[config.mk]
export PLATFORM = sky130hd
export DESIGN_NAME = asm_cordic_stage
export DESIGN_NICKNAME = d
export VERILOG_FILES = /design/src/design/ackermann_steer_speed_mapper_macros.svh /design/src/design/asm_pkg.sv /design/src/design/asm_cordic_stage.sv
export SDC_FILE = /design/constraint.sdc
export NUM_CORES = 1
export LEC_CHECK = 0
export BUFFER_PORTS_ARGS = -buffer_cell sky130_fd_sc_hd__clkbuf_2
export CORE_ASPECT_RATIO = 1.1
export CORE_UTILIZATION = 57
export DETAILED_ROUTE_END_ITERATION = 12
export PLACE_DENSITY_LB_ADDON = 0.3
export RECOVER_POWER = 25
export SETUP_SLACK_MARGIN = 0.3
export SLEW_MARGIN = 20
export SYNTH_ARGS = -nofsm -noshare
export SYNTH_HDL_FRONTEND = slang
export SYNTH_SLANG_ARGS = --single-unit
[constraint.sdc]
create_clock -name i_clk -period 4.75 [get_ports i_clk]
set_input_delay 0.95 -clock i_clk [delete_from_list [all_inputs] [get_ports i_clk]]
set_output_delay 0.95 -clock i_clk [all_outputs]
set_load 0.005 [all_outputs]
[src/design/ackermann_steer_speed_mapper_macros.svh]
// Assertion macros used by the top-level design file.
`ifndef ACKERMANN_STEER_SPEED_MAPPER_MACROS_SVH
`define ACKERMANN_STEER_SPEED_MAPPER_MACROS_SVH
// Assert that an antecedent implies a consequent on the next clock edge.
`define ASM_ASSERT_NEXT(label, clk, rst_n, ante, cons, msg) \
    label: assert property (@(posedge clk) disable iff (!rst_n) (ante) |=> (cons)) \
        else $error(msg);
// Assert that a condition holds at every edge out of reset.
`define ASM_ASSERT_ALWAYS(label, clk, rst_n, cond, msg) \
    label: assert property (@(posedge clk) disable iff (!rst_n) (cond)) else $error(msg);
`endif

[src/design/asm_pkg.sv]
// ----------------------------------------------------------------------------
// Ackermann steer and speed mapper package
// Shared constants, the CORDIC angle table and the register address map.
// ----------------------------------------------------------------------------
package asm_pkg;
    localparam int ATAN_STEPS_DEF = 16;
    localparam int AtanMax = 24;
    localparam int XW = 34;
    localparam int ZW = 26;
    localparam int PADDR_W = 5;

    localparam logic [2:0] REG_MAX_SPEED = 3'd0;
    localparam logic [2:0] REG_MIN_SPEED = 3'd1;
    localparam logic [2:0] REG_WHEELBASE = 3'd2;
    localparam logic [2:0] REG_RPM_PER_SPEED = 3'd3;
    localparam logic [2:0] REG_STEER_MIN = 3'd4;
    localparam logic [2:0] REG_STEER_MAX = 3'd5;

    typedef struct packed {
        logic [14:0] max_speed;
        logic [14:0] min_speed;
        logic [14:0] wheelbase;
        logic [15:0] rpm_per_speed;
        logic signed [7:0] steer_min;
        logic [6:0] steer_max;
    } t_cfg;

    function automatic logic [ZW-1:0] atan_q16(input int i);
        logic [ZW-1:0] v;
        case (i)
            0: v = 26'd2949120;  1: v = 26'd1740967;  2: v = 26'd919879;
            3: v = 26'd466945;   4: v = 26'd234379;   5: v = 26'd117304;
            6: v = 26'd58666;    7: v = 26'd29335;    8: v = 26'd14668;
            9: v = 26'd7334;     10: v = 26'd3667;    11: v = 26'd1833;
            12: v = 26'd917;     13: v = 26'd458;     14: v = 26'd229;
            15: v = 26'd115;     16: v = 26'd57;      17: v = 26'd29;
            18: v = 26'd14;      19: v = 26'd7;       20: v = 26'd4;
            21: v = 26'd2;       22: v = 26'd1;       default: v = 26'd0;
        endcase
        return v;
    endfunction
endpackage

[src/design/asm_cordic_stage.sv]
// ----------------------------------------------------------------------------
// CORDIC vectoring stage
// One registered micro-rotation of the steering angle pipeline.
// ----------------------------------------------------------------------------
module asm_cordic_stage import asm_pkg::*; #(
    parameter int STEP = 0
) (
    input  logic                 i_clk,
    input  logic                 i_en,
    input  logic signed [XW-1:0] i_x,
    input  logic signed [XW-1:0] i_y,
    input  logic signed [ZW-1:0] i_z,
    output logic signed [XW-1:0] o_x,
    output logic signed [XW-1:0] o_y,
    output logic signed [ZW-1:0] o_z
);
    logic signed [XW-1:0] r_x, r_y;
    logic signed [ZW-1:0] r_z;
    logic signed [XW-1:0] dx, dy;
    logic signed [ZW-1:0] a;

    assign dx = i_y >>> STEP;
    assign dy = i_x >>> STEP;
    assign a  = atan_q16(STEP);

    always_ff @(posedge i_clk) begin
        if (i_en) begin
            if (i_y > 0) begin
                r_x <= i_x + dx;
                r_y <= i_y - dy;
                r_z <= i_z + a;
            end else begin
                r_x <= i_x - dx;
                r_y <= i_y + dy;
                r_z <= i_z - a;
            end
        end
    end

    assign o_x = r_x;
    assign o_y = r_y;
    assign o_z = r_z;
endmodule

======== Yosys cells after proc, flatten, opt, wreduce, memory -nomap -nowiden ========
Index checks and enable logic that the tools add are counted.
word-level totals
  word-level logic and storage cells ...... 12
  memories kept ........................... 0
  memory bits (writable) .................. 0
  bits in latches ......................... 0
  memory bits (read-only) ................. 0
  flip-flop bits (word level) ............. 94
  output and inout bits ................... 94
operators by class
  multipliers ............................. 0
  add/sub/neg operators ................... 5
  bitwise gates (word level) .............. 0
  eq/ne operators ......................... 0
  mux-type cells .......................... 3
  shift-type cells ........................ 0
  divide/modulo/power cells ............... 0
  reduce and logical (&&, ||, !) cells .... 0
  order comparisons ....................... 1
operators by type and width
  kind                    number
  $mux 34                 2
  $sub 34x34->34          2
  $add 34x34->34          1
  $gt 34x1->1 const B     1
  $add 26x23->26 const B  1
  $mux 26                 1
  $sub 26x23->26 const B  1

======== Depth between registers and ports, before layout ========
  word-level depth ........................ 2
  depth in mapped cells ................... 16

======== Worst setup path after synthesis ========
Ideal clock, no wire load.
  kind .................................... input -> register
  start ................................... input port i_y[32]
  end ..................................... register r_z[25], in the netlist o_z[25] (data pin)
  slack ................................... 800 ps
  arrival ................................. 3,691 ps
  data required time ...................... 4,491 ps
  stages on the path ...................... 16
  path through ............................ nor4_1 > nand4_1 > nor2_1 > a21o_1 > clkbuf_1 > buf_2 > buf_2 > ha_1 > a21o_1 > a21oi_1 > o21bai_1 > a21oi_1 > o21ai_0 > a21o_1 > a21oi_1 > xnor2_1
on the way
  word-level cells in the longest chain between the ends .. 2
RTL lines
  item                    line                    RTL
  start: declaration      asm_cordic_stage.sv:11  input logic signed [XW-1:0] i_y,
  $gt 34x1->1             asm_cordic_stage.sv:28  if (i_y > 0) begin
  $mux 26                 asm_cordic_stage.sv:28
  end signal: assignment  asm_cordic_stage.sv:31  r_z <= i_z + a;
  end signal: assignment  asm_cordic_stage.sv:35  r_z <= i_z - a;
  end: declaration        asm_cordic_stage.sv:18  logic signed [ZW-1:0] r_z;
No other way between the ends.
A chain may end at the register's enable or synchronous reset.

======== Worst setup path after layout ========
  start ................................... input port i_x[0]
  end ..................................... register r_x[26], in the netlist o_x[26] (data pin)
on the way
  word-level cells in the longest chain between the ends .. 2
RTL lines
  item                                              line                                            RTL
  start: declaration                                asm_cordic_stage.sv:10                          input logic signed [XW-1:0] i_x,
  $sub 34x34->34 or $add 34x34->34 (tied branches)  asm_cordic_stage.sv:33, asm_cordic_stage.sv:29
  $mux 34 *                                         asm_cordic_stage.sv:28
  end signal: assignment                            asm_cordic_stage.sv:29                          r_x <= i_x + dx;
  end signal: assignment                            asm_cordic_stage.sv:33                          r_x <= i_x - dx;
  end: declaration                                  asm_cordic_stage.sv:17                          logic signed [XW-1:0] r_x, r_y;
Every way passes the cells marked *; elsewhere a longest branch is shown, timed or not.

==> qor.txt <==
CP arrival: 4010 ps
CTS tree: done
Logic pwr share: 0.368
cell leakage power: 0.004697 uW
ANT cells: 0
P&R area growth vs syn: 14.04%
share of power burned in registers: 0.380
Hold Path Stages: 1
Post-Synthesis Cell Area: 9054 um2
vias in the first global route: 7990
Period Utilization, post-route: 0.8239
largest net degree at the start of global routing: 66
1st-iter DRT viols: 849
Syn Area/Cell: 8.799 um2
Post-CTS Resized: 0
WP data required: 4850 ps
power per cell area: 282.1 nW/um2
yosys warns: 0
switch share: 0.3437
initial core utilization: 0.5921
Synth cell types: 75
unrepaired setup endpoints after global routing: false
number of antenna violations at the first check in global routing: 0
Worst IR Drop VDD: 0.0001728 V
Port Buffers: 189
chip width: 122.2 um
EDFF count, synth: 93
clk slew on worst S/H paths: 70 ps
Slew headroom: 0.4360
Post-CTS Setup Repair Bufs: 0
Mapped Nets: 1236
final WL: 25730 um
dpl hpwl: 20190 um
Hold WS: 770.2 ps
first-pass GRT wire length: 39880 um
Crit Path Max Fanout: 3
first-pass iteration count of the detailed router: 5
Die ar.: 16390 um2
Achievable Freq: 0.2555 GHz
gpl congestion: 0.9763
Hold Buf Count CTS: 0
Sink Count: 93
NetSw: 1001 uW
antenna-violating nets left: 0
status: finished clean
WS Path Type: in -> reg
min cycle time layout: 3913 ps
internal power: 1912 uW
post-DR wirelength/cell: 18.56 um
Boundary Pins: 190
top sig layer: met4
Routed met3 length: 2123 um
total grt overflow: 0
FFs w/ async S/R, synth: 0
Worst setup SP type: primary input
share of power burned in the clock network: 0.252
WL met1: 10430 um
GRT Overall Usage: 0.3135
row count: 47
Max Cap Viol: 0
CP endpoint kind: flop
post-synthesis sequential area ratio: 0.3085
CTS buffer count: 9
Final nets: 1392
Slew @ Worst Pin: 845.9 ps
Syn Inst Count: 1029
vias per inst: 6.105
core area: 15290 um2
fraction of layout cells with a size suffix above 1: 0.2017
Tightest Hold Check Type: in -> reg
met2 wire len: 12200 um
H-tree Lvls: 3
via count: 8461
Yosys reg bits: 93
Max Slew Vio Count: 0
ys flop type: edfxtp_1
final setup vio count: 0
CTS root buf: clkbuf_16
Die Span Y: 134.2 um
setup slack after placement: 554.6 ps
DRC: 0
Fin Setup TNS: 0 ps
clock buffer depth: 2
Final Hold Fails: 0
final worst slack: 836.6 ps
cells in the mapped netlist (11+ instances only):
library cell	n	area (um2)
o21ai_1	13	65.06
nand2b_1	12	75.07
mux2i_1	11	110.1
nand4_1	14	87.58
xor2_1	15	131.4
clkbuf_1	17	63.81
a21oi_1	124	620.6
buf_2	18	90.09
xnor2_1	61	534.3
a21o_1	33	247.7
o31ai_1	11	82.58
ha_1	107	1339
buf_4	11	82.58
edfxtp_1	93	2793
nor2_1	83	311.6
o21bai_1	25	187.7
inv_1	100	375.4
nor3_1	16	80.08
nand2_1	42	157.7
nor4_1	13	81.33
o21ai_0	59	295.3
layout make-up:
| cell class | count | area (um2) |
|---|---|---|
| sequential | 93 | 2793 |
| timing repair buffer | 194 | 983.4 |
| tap | 196 | 245.2 |
| fill | 1333 | 4965 |
| clock inverter | 7 | 71.32 |
| clock buffer | 9 | 225.2 |
| multi-input combinational | 781 | 5609 |
| inverter | 106 | 397.9 |
power groups by stage:
stage               registers, uW  logic (uW)  clock network (uW)
finish                       1110        1070                 735
global route                 1120        1170                 770
CTS                          1110        1060                 746
detailed placement           1130        1050                   0
global placement             1120        1040                   0
floorplan                    1140         664                   0
final timing paths:
| path | startpoint | end | slack [ps] |
|---|---|---|---|
| max | i_x[0] | o_x[26] | 840 |
| min | i_z[15] | o_z[15] | 770 |
state kept, by name, indices dropped and copies added, names as in the netlist:
| name | flops |
|---|---|
| o_y | 33 |
| o_x | 34 |
| o_z | 26 |
cells by family (layout without fill, tap and decap cells):
family                   count (synthesis)  in the layout  share of synthesized area
AO/OA/AOI/OAI                          348            348                     0.2477
XOR/XNOR                                76             76                    0.07352
adder cells (fa/ha/maj)                111            111                     0.1567
buffers and inverters                  155            316                    0.07214
flip-flops                              93             93                     0.3085
multiplexers                            11             11                    0.01216
AND/OR/NAND/NOR                        235            235                     0.1294
cell usage in the layout, fill, tap and decap left out, types with 14 or more instances in the layout:
cell	synthesis	layout
a21oi_1	124	124
clkbuf_2	0	186
xor2_1	15	15
o21bai_1	25	25
xnor2_1	61	61
a21o_1	33	32
o21ai_0	59	59
ha_1	107	107
nand4_1	14	14
nor3_1	16	16
inv_1	100	100
nand2_1	42	42
edfxtp_1	93	93
nor2_1	83	83
metal layers:
layer	up-vias	track usage
met5	-	0
li1	4012	-
met1	3933	0.3989
met3	71	0.04762
met4	0	0.1355
met2	445	0.5248
worst max-delay path: stages:
cell      delay (ps)
clkbuf_1         140
inv_1             60
ha_1             220
fa_1             420
nor2b_1          200
o21ai_1          130
a311oi_1         510
o21ai_0          270
a31o_2           320
a21oi_1          390
a211oi_1         140
a21oi_1          170
xnor2_1           90
through the flow:
step	utilization	instances	power [uW]	cell area, um2
after floorplan	-	1029	1803	9054
after global placement	0.6561	1370	2159	10030
after detailed placement	0.6561	1370	2175	10030
after CTS	0.6755	1386	2912	10330
after global routing	0.6753	1386	3057	10320
final	0.6753	1386	2913	10320
Note: power is estimated with default switching activity, not from simulation.
