### config.mk
export PLATFORM = sky130hd
export DESIGN_NAME = asm_cfg_regs
export DESIGN_NICKNAME = d
export VERILOG_FILES = /design/src/design/ackermann_steer_speed_mapper_macros.svh /design/src/design/asm_pkg.sv /design/src/design/asm_cfg_regs.sv
export SDC_FILE = /design/constraint.sdc
export NUM_CORES = 1
export LEC_CHECK = 0
export BUFFER_PORTS_ARGS = -buffer_cell sky130_fd_sc_hd__buf_2
export CORE_AREA = 2 2 107 109
export DETAILED_ROUTE_END_ITERATION = 8
export DIE_AREA = 0 0 109 111
export HOLD_SLACK_MARGIN = 0.03
export PLACE_DENSITY = 0.61
export SYNTH_ARGS = -nofsm -noshare
export SYNTH_HDL_FRONTEND = slang
export SYNTH_SLANG_ARGS = --single-unit
### constraint.sdc
create_clock -name i_clk -period 3.6 [get_ports i_clk]
set_clock_uncertainty 0.05 [all_clocks]
set_input_delay 0.72 -clock i_clk [delete_from_list [all_inputs] [get_ports i_clk]]
set_output_delay 0.72 -clock i_clk [all_outputs]
set_load 0.005 [all_outputs]
### src/design/ackermann_steer_speed_mapper_macros.svh
// Assertion macros used by the top-level design file.
`ifndef ACKERMANN_STEER_SPEED_MAPPER_MACROS_SVH
`define ACKERMANN_STEER_SPEED_MAPPER_MACROS_SVH
// Assert that an antecedent implies a consequent on the next clock edge.
`define ASM_ASSERT_NEXT(label, clk, rst_n, ante, cons, msg) \
    label: assert property (@(posedge clk) disable iff (!rst_n) (ante) |=> (cons)) \
        else $error(msg);
// Assert that a condition holds at every edge out of reset.
`define ASM_ASSERT_ALWAYS(label, clk, rst_n, cond, msg) \
    label: assert property (@(posedge clk) disable iff (!rst_n) (cond)) else $error(msg);
`endif

### src/design/asm_pkg.sv
// ----------------------------------------------------------------------------
// Ackermann steer and speed mapper package
// Shared constants, the CORDIC angle table and the register address map.
// ----------------------------------------------------------------------------
package asm_pkg;
    localparam int ATAN_STEPS_DEF = 16;
    localparam int AtanMax = 24;
    localparam int XW = 34;
    localparam int ZW = 26;
    localparam int PADDR_W = 5;

    localparam logic [2:0] REG_MAX_SPEED = 3'd0;
    localparam logic [2:0] REG_MIN_SPEED = 3'd1;
    localparam logic [2:0] REG_WHEELBASE = 3'd2;
    localparam logic [2:0] REG_RPM_PER_SPEED = 3'd3;
    localparam logic [2:0] REG_STEER_MIN = 3'd4;
    localparam logic [2:0] REG_STEER_MAX = 3'd5;

    typedef struct packed {
        logic [14:0] max_speed;
        logic [14:0] min_speed;
        logic [14:0] wheelbase;
        logic [15:0] rpm_per_speed;
        logic signed [7:0] steer_min;
        logic [6:0] steer_max;
    } t_cfg;

    function automatic logic [ZW-1:0] atan_q16(input int i);
        logic [ZW-1:0] v;
        case (i)
            0: v = 26'd2949120;  1: v = 26'd1740967;  2: v = 26'd919879;
            3: v = 26'd466945;   4: v = 26'd234379;   5: v = 26'd117304;
            6: v = 26'd58666;    7: v = 26'd29335;    8: v = 26'd14668;
            9: v = 26'd7334;     10: v = 26'd3667;    11: v = 26'd1833;
            12: v = 26'd917;     13: v = 26'd458;     14: v = 26'd229;
            15: v = 26'd115;     16: v = 26'd57;      17: v = 26'd29;
            18: v = 26'd14;      19: v = 26'd7;       20: v = 26'd4;
            21: v = 26'd2;       22: v = 26'd1;       default: v = 26'd0;
        endcase
        return v;
    endfunction
endpackage

### src/design/asm_cfg_regs.sv
// ----------------------------------------------------------------------------
// Configuration registers
// APB-style register file holding the mapper's settings.
// ----------------------------------------------------------------------------
module asm_cfg_regs import asm_pkg::*; (
    input  logic               i_clk,
    input  logic               i_rst_n,
    input  logic               psel,
    input  logic               penable,
    input  logic               pwrite,
    input  logic [PADDR_W-1:0] paddr,
    input  logic [31:0]        pwdata,
    output logic [31:0]        prdata,
    output logic               pready,
    output t_cfg               o_cfg
);
    t_cfg r_cfg;
    logic [2:0] idx;

    assign idx = paddr[4:2];
    assign pready = 1'b1;

    always_ff @(posedge i_clk) begin
        if (!i_rst_n) begin
            r_cfg.max_speed <= 15'd4096;
            r_cfg.min_speed <= 15'd205;
            r_cfg.wheelbase <= 15'd758;
            r_cfg.rpm_per_speed <= 16'd48893;
            r_cfg.steer_min <= -8'sd30;
            r_cfg.steer_max <= 7'd30;
        end else if (psel && penable && pwrite && pready) begin
            case (idx)
                REG_MAX_SPEED: r_cfg.max_speed <= pwdata[14:0];
                REG_MIN_SPEED: r_cfg.min_speed <= pwdata[14:0];
                REG_WHEELBASE: r_cfg.wheelbase <= pwdata[14:0];
                REG_RPM_PER_SPEED: r_cfg.rpm_per_speed <= pwdata[15:0];
                REG_STEER_MIN: r_cfg.steer_min <= pwdata[7:0];
                REG_STEER_MAX: r_cfg.steer_max <= pwdata[6:0];
                default: ;
            endcase
        end
    end

    always_comb begin
        case (idx)
            REG_MAX_SPEED: prdata = {17'd0, r_cfg.max_speed};
            REG_MIN_SPEED: prdata = {17'd0, r_cfg.min_speed};
            REG_WHEELBASE: prdata = {17'd0, r_cfg.wheelbase};
            REG_RPM_PER_SPEED: prdata = {16'd0, r_cfg.rpm_per_speed};
            REG_STEER_MIN: prdata = {24'd0, r_cfg.steer_min};
            REG_STEER_MAX: prdata = {25'd0, r_cfg.steer_max};
            default: prdata = 32'd0;
        endcase
    end

    assign o_cfg = r_cfg;
endmodule

## After elaboration in Yosys (flattened, before gate mapping)

Index checks and enable logic that the tools add are counted.

| cells by class | value |
|---|---|
| reductions and logical operators | 9 |
| multiplexer cells | 1 |
| equal/unequal tests | 5 |

Operator list:

| kind | number |
|---|---|
| case mux 16 bit (6 select lines) | 1 |
| AND reduction 2 bit | 6 |
| equality test 3 x 2 -> 1 bit (second input constant) | 2 |
| equality test 3 bit (second input constant) | 2 |
| equality test 3 x 1 -> 1 bit (second input constant) | 1 |
| logical NOT 3 bit | 1 |
| logical AND 1 bit | 2 |

| storage, ports and cells | value |
|---|---|
| input port bits | 42 |
| output and inout bits | 109 |
| register bits after elaboration | 76 |

## Depth between registers and ports, before layout

Gate-level depths: netlist of run 1.

| depth | value |
|---|---|
| word-level depth | 3 |
| mapped depth | 7 |

## Least setup slack after synthesis of run 1

Ideal clock, no wire load.

| path | value |
|---|---|
| kind | input to output |
| start point | input port paddr[3] |
| end point | output port prdata[0] |
| required time | 2.830 ns |
| cell stages on the path | 5 |
| arrival | 1.724 ns |
| buffers on the path | 2 |
| slack | 1.106 ns |
| cell sequence | buf_6 > buf_2 > mux2_2 > a221oi_1 > a21oi_1 |

| on the way | value |
|---|---|
| cells in the longest elaborated chain, start to end | 2 |

Ends and longest elaborated chain:

| element | RTL line | source |
|---|---|---|
| start, declared | asm_cfg_regs.sv:11 | `input logic [PADDR_W-1:0] paddr,` |
| equality test 3 bit (tied with other cells) | asm_cfg_regs.sv:45 | `case (idx)` |
| case mux 16 bit (6 select lines) (*) | asm_cfg_regs.sv:45 |  |
| end, declared | asm_cfg_regs.sv:13 | `output logic [31:0] prdata,` |

Every way passes the cells marked *; elsewhere a longest branch is shown, timed or not.

## Worst setup path after layout of run 1

Same ends and word-level chain as after synthesis.

==> flow_metrics.py, run 1 <==
metrics = {
    "critical_path": {
        "arrival_ps": 2140,
        "ff2ff_path_depth": 2,
        "required_ps": 2830,
        "r2r_slack_ps": 2820,
        "r2r_start": "o_cfg[13]$_SDFFE_PN1P_",
        "crit_chain": "buf_2 > nor2b_1 > buf_4 > a221oi_1 > a21oi_1 > buf_2",
        "path_class": "input port to output pin",
        "start_kind": "input port",
        "cp_slowest_stage_delay_ps": 500,
        "worst_path_max_delay_cell": "buf_2",
        "critPathMaxFanout": 22,
        "cp-end-kind": "output pin",
        "rr_endpoint": "o_cfg[13]$_SDFFE_PN1P_",
        "cp_common_cell": "buf_2",
    },
    "min_path": {
        "worstHoldStart": "o_cfg[55]$_SDFFE_PN0P_",
        "hold_end": "o_cfg[55]$_SDFFE_PN0P_",
        "hold_path.class": "flip-flop to flip-flop",
        "holdPathStages": 2,
    },
    "placed_design": {
        "portBuffers": 115,
        "pre_cts_ws_ps": 670,
        "place_congestion": 0.784,
        "hpwlAfterDp_microns": 7630,
    },
    "clocking": {
        "cts.sink_count": 76,
        "cts_tree": "built",
        "cts-resized-gates": 0,
        "cts_buffers": 9,
        "cts_root_buf": "clkbuf_16",
        "clkSlewWorstSetupHoldPaths_ps": 50,
        "clock_latency_ps": 320,
        "post_cts_buffers": 0,
        "clock_path_buffers": 2,
        "ctsHtreeMaxLevel": 3,
        "hold_buffers": 0,
    },
    "drt": {
        "drtIter0Drc": 181,
        "vias_per_cell": 5.00,
        "route.detailed.drc": 0,
        "wire_per_inst_microns": 17.2,
        "postRouteAntennaNets": 0,
        "vias": 3222,
        "first_pass_iters": 4,
        "wirelength_microns": 11100,
    },
    "timing": {
        "setup_viol": 0,
        "worst_slew_pin_slew_ps": 830,
        "drv_slew": 0,
        "relSlewSlack_pct": 44.6,
        "post-route-period-util_pct": 80.8,
        "hold_violations": 0,
        "rsz0062_at_grt": "false",
        "fin_crit_ps": 2910,
        "finalSetupTns_ps": 0,
        "fmax_mhz": 344,
        "timing.final.ws_setup_ps": 690,
    },
    "floorplan": {
        "rows": 39,
        "ioPinCount": 151,
        "start_util_pct": 33.6,
        "die-area_sq_mm": 0.0121,
        "die_w_microns": 109,
        "core_area_sq_mm": 0.0111,
        "fp.dieH_microns": 111,
    },
    "synth": {
        "synth_area_sq_mm": 0.00372,
        "yosysMostFrequentCell": "dfxtp_1",
        "syn-instance-count": 395,
        "ys_top_cells_by_count": "76 x dfxtp_1, 60 x nand2_1, 58 x mux2i_1",
        "synth_area_leaders": "dfxtp_1 41%, mux2i_1 16%, nand2_1 6.1%",
        "async_reset_ff_share_pct": 0,
        "ys.flop_type": "dfxtp_1",
        "postSynthAreaPerCell_sq_um": 9.41,
        "synth.distinct_cells": 41,
        "synth_edf_count": 0,
        "synth_area_leader_cell": "dfxtp_1",
        "yosys_register_bits": 76,
        "yosys_warnings": 0,
        "ys_seq_area_share_pct": 40.9,
        "synth_top_area_share_pct": 40.9,
    },
    "final_layout": {
        "largest_register_ffs": 76,
        "nets": 538,
        "drive_above_1_share_pct": 30.8,
        "area_growth_pct": 22.9,
    },
    "global_routing": {
        "grt_overflow": 0,
        "grt_first_pass_wirelength_microns": 17400,
        "grt_max_degree": 40,
        "grt_pass1_vias": 3109,
        "grt_usage_pct": 18.9,
        "antenna_found_initial": 1,
    },
    "power": {
        "ir_drop_mv": 0.172,
        "p_leak_nw": 2.22,
        "p_switching_w": 0.000430,
        "clkPwrFrac_pct": 46.0,
        "powerDensity_mw_per_mm2": 415,
        "p_comb_share_pct": 8.8,
        "seq_power_share_pct": 45.1,
        "p_int_w": 0.00147,
        "p_sw_share_pct": 22.7,
    },
    "status": {
        "outcome": "completed",
    },
    "flow_run": {
        "drv_cap": 0,
    },
}
==> how the worst max path moves through the flow <==
stage                     end  cells past startpoint  slack (ps)      from
finish              prdata[0]                      6         690  paddr[3]
global route        prdata[3]                      6         500  paddr[3]
CTS                 prdata[3]                      6         670  paddr[3]
detailed placement  prdata[0]                      6         670  paddr[3]
global placement    prdata[0]                      6         690  paddr[3]
floorplan           prdata[0]                      5        1110  paddr[3]
==> power by group through the flow <==
stage	clock network [W]	registers (W)	logic (W)
CTS	0.000900	0.000856	0.000169
floorplan	0	0.000874	0.000117
global route	0.000941	0.000857	0.000187
finish	0.000874	0.000856	0.000168
detailed placement	0	0.000874	0.000169
global placement	0	0.000874	0.000167
==> logic make-up after synthesis <==
logic type	share of synthesized area (%)
flops	40.9
simple gates	13.5
other cells	0.202
mux	21.1
compound gates	13.2
buf+inv	11.1
==> cell type report <==
| cell class | count | area [sq um] |
|---|---|---|
| timing repair buffer | 126 | 658 |
| tap | 143 | 179 |
| clock inverter | 2 | 35.0 |
| inverter | 22 | 82.6 |
| antenna | 1 | 2.50 |
| clock buffer | 13 | 250 |
| sequential | 76 | 1520 |
| multi-input combinational | 261 | 1840 |
| fill | 1114 | 6510 |
==> critical path, delay by kind of cell <==
family | cells | cell delay [ps]
buf+inv | 3 | 860
compound gates | 2 | 360
simple gates | 1 | 180
==> layout by cell type, fill, tap and decap left out, types with 5 or more instances in the layout <==
master and n:
mux2i_1 58, nand3_1 11, clkbuf_16 9, nand2_1 60, mux4_2 7, conb_1 17, o311ai_0 5, buf_2 115
o211ai_1 23, buf_4 11, dfxtp_1 76, and2_1 8, o21ai_0 25, inv_1 22
==> routing by layer <==
layer	wire [microns]	part of all wire [%]	global-route usage, %	up-vias
met3	639	5.8	3.76	8
met5	0	0	0	-
met4	135	1.2	5.13	0
met1	5130	46	26.1	1549
li1	-	-	-	1550
met2	5180	47	29.9	115
==> per-stage QoR <==
step / hold slack (ps) / utilization [%] / power [W] / cell area [sq um] / std cells
after floorplan: 411 / - / 0.000990 / 3770 / 410
after global placement: 404 / 38.7 / 0.00104 / 4280 / 628
after detailed placement: 415 / 38.7 / 0.00104 / 4280 / 628
after CTS: 424 / 41.2 / 0.00193 / 4570 / 643
after global routing: 446 / 41.3 / 0.00198 / 4570 / 644
final: 421 / 41.3 / 0.00190 / 4570 / 644
No activity file was read; power rests on OpenSTA's default activity.
==> inputs of run 2 (changes only) <==
--- a/config.mk
+++ b/config.mk
@@ -5,10 +5,11 @@
 export SDC_FILE = /design/constraint.sdc
 export NUM_CORES = 1
 export LEC_CHECK = 0
+export ABC_AREA = 1
 export BUFFER_PORTS_ARGS = -buffer_cell sky130_fd_sc_hd__buf_2
-export CORE_AREA = 2 2 107 109
+export CORE_AREA = 2 2 109 111
 export DETAILED_ROUTE_END_ITERATION = 8
-export DIE_AREA = 0 0 109 111
+export DIE_AREA = 0 0 111 113
 export HOLD_SLACK_MARGIN = 0.03
 export PLACE_DENSITY = 0.61
 export SYNTH_ARGS = -nofsm -noshare
==> constraint.sdc (replaced) <==
create_clock -name i_clk -period 2.8 [get_ports i_clk]
set_clock_uncertainty 0.05 [all_clocks]
set_input_delay 0.56 -clock i_clk [delete_from_list [all_inputs] [get_ports i_clk]]
set_output_delay 0.56 -clock i_clk [all_outputs]
set_load 0.005 [all_outputs]
==> run 2 against run 1 <==
Core utilization is 0.54 points higher. Sequential share of layout area is 1.0 points lower. Cell count is 31% higher. Worst hold slack worse by 22 ps. Design area is 3.1% higher. Count of clock-buffer cells in the layout is 2 lower. Critical endpoint is now prdata[12]. Largest power group is now registers. Non-clock buffer count is 2 lower. Register-to-register slack worse by 720 ps. Critical path depth is 4 higher. Die area is 3.7% higher. Via count is 27% higher. Area after synthesis is 4.8% higher.
==> flow_metrics.py, run 2 <==
metrics = {
    "drt": {
        "wirelength_microns": 12200,
        "postRouteAntennaNets": 0,
        "wl_met1_microns": 5300,
        "top_layer": "met4",
        "vias": 4076,
        "dr_wl_met2_microns": 5770,
        "route.detailed.drc": 0,
        "drtIter0Drc": 235,
        "vias_per_cell": 4.82,
        "wire_per_inst_microns": 14.5,
        "dr_wl_met3_microns": 915,
        "first_pass_iters": 5,
    },
    "timing": {
        "rsz0062_at_grt": "false",
        "worst_slew_pin_slew_ps": 809,
        "fin_crit_ps": 2450,
        "relSlewSlack_pct": 46.0,
        "post-route-period-util_pct": 87.5,
        "setup_viol": 0,
        "hold_violations": 0,
        "finalSetupTns_ps": 0,
        "fmax_mhz": 408,
        "drv_slew": 0,
    },
    "final_layout": {
        "area_growth_pct": 20.9,
        "seqCellArea_sq_mm": 0.00152,
        "fillers": 1216,
        "stdcell_count": 846,
        "nets": 742,
        "most-common-layout-cells": "171 x nand2_1, 122 x nor2_1, 115 x buf_2",
        "antenna_cells": 0,
        "largest_register_ffs": 76,
        "final_common_cell": "nand2_1",
        "drive_above_1_share_pct": 22.0,
        "multiInputGateArea_sq_mm": 0.00192,
    },
    "status": {
        "outcome": "completed",
    },
    "synth": {
        "ys_seq_area_share_pct": 39.1,
        "yosys_register_bits": 76,
        "yosysMostFrequentCell": "nand2_1",
        "synth_top_area_share_pct": 39.1,
        "synth_area_sq_mm": 0.00389,
        "async_reset_ff_share_pct": 0,
        "synth_area_leaders": "dfxtp_1 39%, nand2_1 16%, nor2_1 12%",
        "synth_area_leader_cell": "dfxtp_1",
        "postSynthAreaPerCell_sq_um": 6.50,
        "synth.distinct_cells": 22,
        "ys.flop_type": "dfxtp_1",
        "syn-instance-count": 599,
        "yosys_warnings": 0,
        "synth_edf_count": 0,
        "ys_top_cells_by_count": "171 x nand2_1, 122 x nor2_1, 80 x nand3_1",
    },
    "placed_design": {
        "portBuffers": 115,
        "hpwlAfterDp_microns": 8880,
        "place_congestion": 0.854,
        "place_inst": 832,
    },
    "critical_path": {
        "crit_chain": "buf_2 > inv_2 > nand2_1 > nor2_1 > buf_4 > nand2_1 > nand2_1 > inv_1 > nand2_1 > buf_2",
        "critPathCapture": "prdata[12]",
        "arrival_ps": 1840,
        "rr_endpoint": "o_cfg[3]$_SDFFE_PN1P_",
        "critPathMaxFanout": 19,
        "r2r_slack_ps": 2100,
        "path_class": "input port to output pin",
        "worst_path_max_delay_cell": "buf_4",
        "cp_common_cell": "nand2_1",
        "required_ps": 2190,
        "critPathLaunch": "paddr[3]",
        "r2r_start": "o_cfg[3]$_SDFFE_PN1P_",
        "ff2ff_path_depth": 2,
        "start_kind": "input port",
        "cp-end-kind": "output pin",
        "cp_slowest_stage_delay_ps": 260,
    },
    "clocking": {
        "cts_root_buf": "clkbuf_16",
        "cts_buffers": 9,
        "cts-resized-gates": 0,
        "post_cts_buffers": 0,
        "clkSlewWorstSetupHoldPaths_ps": 50,
        "cts.sink_count": 76,
        "clock_path_buffers": 2,
        "cts_tree": "built",
        "ctsHtreeMaxLevel": 3,
        "clock_latency_ps": 330,
        "hold_buffers": 0,
    },
    "power": {
        "ir_drop_mv": 0.305,
        "clkPwrFrac_pct": 43.3,
        "p_switching_w": 0.000606,
        "p_int_w": 0.00178,
        "p_comb_share_pct": 10.3,
        "p_leak_nw": 2.48,
        "powerDensity_mw_per_mm2": 507,
        "p_sw_share_pct": 25.4,
        "seq_power_share_pct": 46.4,
    },
    "global_routing": {
        "grt_overflow": 0,
        "grt_pass1_vias": 3741,
        "grt_max_degree": 77,
        "antenna_found_initial": 0,
        "grt_usage_pct": 19.3,
        "grt_first_pass_wirelength_microns": 19400,
    },
    "floorplan": {
        "ioPinCount": 151,
        "start_util_pct": 34.6,
        "die-area_sq_mm": 0.0125,
        "core_area_sq_mm": 0.0113,
        "die_w_microns": 111,
        "rows": 39,
        "fp.dieH_microns": 113,
    },
    "flow_run": {
        "drv_cap": 0,
    },
    "min_path": {
        "hold_path.class": "input port to flip-flop",
    },
}
==> run 2: cell count changes after synthesis, sizes merged, moves of 20 or more <==
cell,previous run,this run
nor2,2,131
mux2i,58,0
o21ai,25,5
o211ai,24,0
nand2,60,173
nand3,11,83
nand4,1,22
inv,22,50
==> run 2: how the worst min path moves through the flow <==
stage,slack [ps],to,from,depth (start not counted)
after floorplan,420,o_cfg[30]$_SDFFE_PN1P_,o_cfg[30]$_SDFFE_PN1P_,2
after global placement,410,o_cfg[13]$_SDFFE_PN1P_,o_cfg[13]$_SDFFE_PN1P_,2
after detailed placement,420,o_cfg[12]$_SDFFE_PN1P_,o_cfg[12]$_SDFFE_PN1P_,2
after CTS,400,o_cfg[30]$_SDFFE_PN1P_,pwdata[15],3
after global routing,420,o_cfg[30]$_SDFFE_PN1P_,pwdata[15],3
final,400,o_cfg[30]$_SDFFE_PN1P_,pwdata[15],3
==> run 2: power by group through the flow <==
stage	sequential [W]	combinational (W)	clock, W
3_5_place_dp	0.00113	0.000247	0
4_1_cts	0.00111	0.000248	0.00105
5_1_grt	0.00111	0.000276	0.00109
6_report	0.00111	0.000247	0.00103
3_3_place_gp	0.00113	0.000245	0
2_1_floorplan	0.00113	0.000170	0
==> run 2: routing by layer <==
layer / vias up / track usage, %
li1: 2034 / -
met1: 1879 / 24.1
met2: 146 / 33.0
met3: 17 / 5.30
met4: 0 / 5.67
met5: - / 0
==> run 2: logic make-up (layout without fill, tap and decap cells) <==
logic type / Yosys count / count (layout) / share of synthesized area [%]
AOI/OAI and AO/OA: 13 / 13 / 1.67
buffers and inverters: 99 / 188 / 13.1
DFF: 76 / 76 / 39.1
other: 2 / 17 / 0.193
and+or+nand+nor: 409 / 409 / 46.0
==> run 2: through the flow <==
stage	setup slack (ps)	power (W)	cell area [sq um]	hold slack (ps)	util [%]
after floorplan	764	0.00130	3950	422	-
after global routing	160	0.00248	4710	416	41.8
after CTS	348	0.00241	4710	397	41.8
after global placement	348	0.00138	4450	413	39.5
after detailed placement	346	0.00138	4450	419	39.5
final	350	0.00239	4710	399	41.8
==> run 2: area by class of cell <==
cell class	instances	area share, %
well taps	143	3.80
flip-flops and latches	76	32.3
clock buffers	11	5.15
clock inverters	3	0.319
inverters	50	4.04
multi-input cells	439	40.7
repair buffers	124	13.7
==> run 2: critical path, delay by kind of cell <==
kind | cells | cell delay [ps]
buffers and inverters | 5 | 810
and+or+nand+nor | 5 | 470
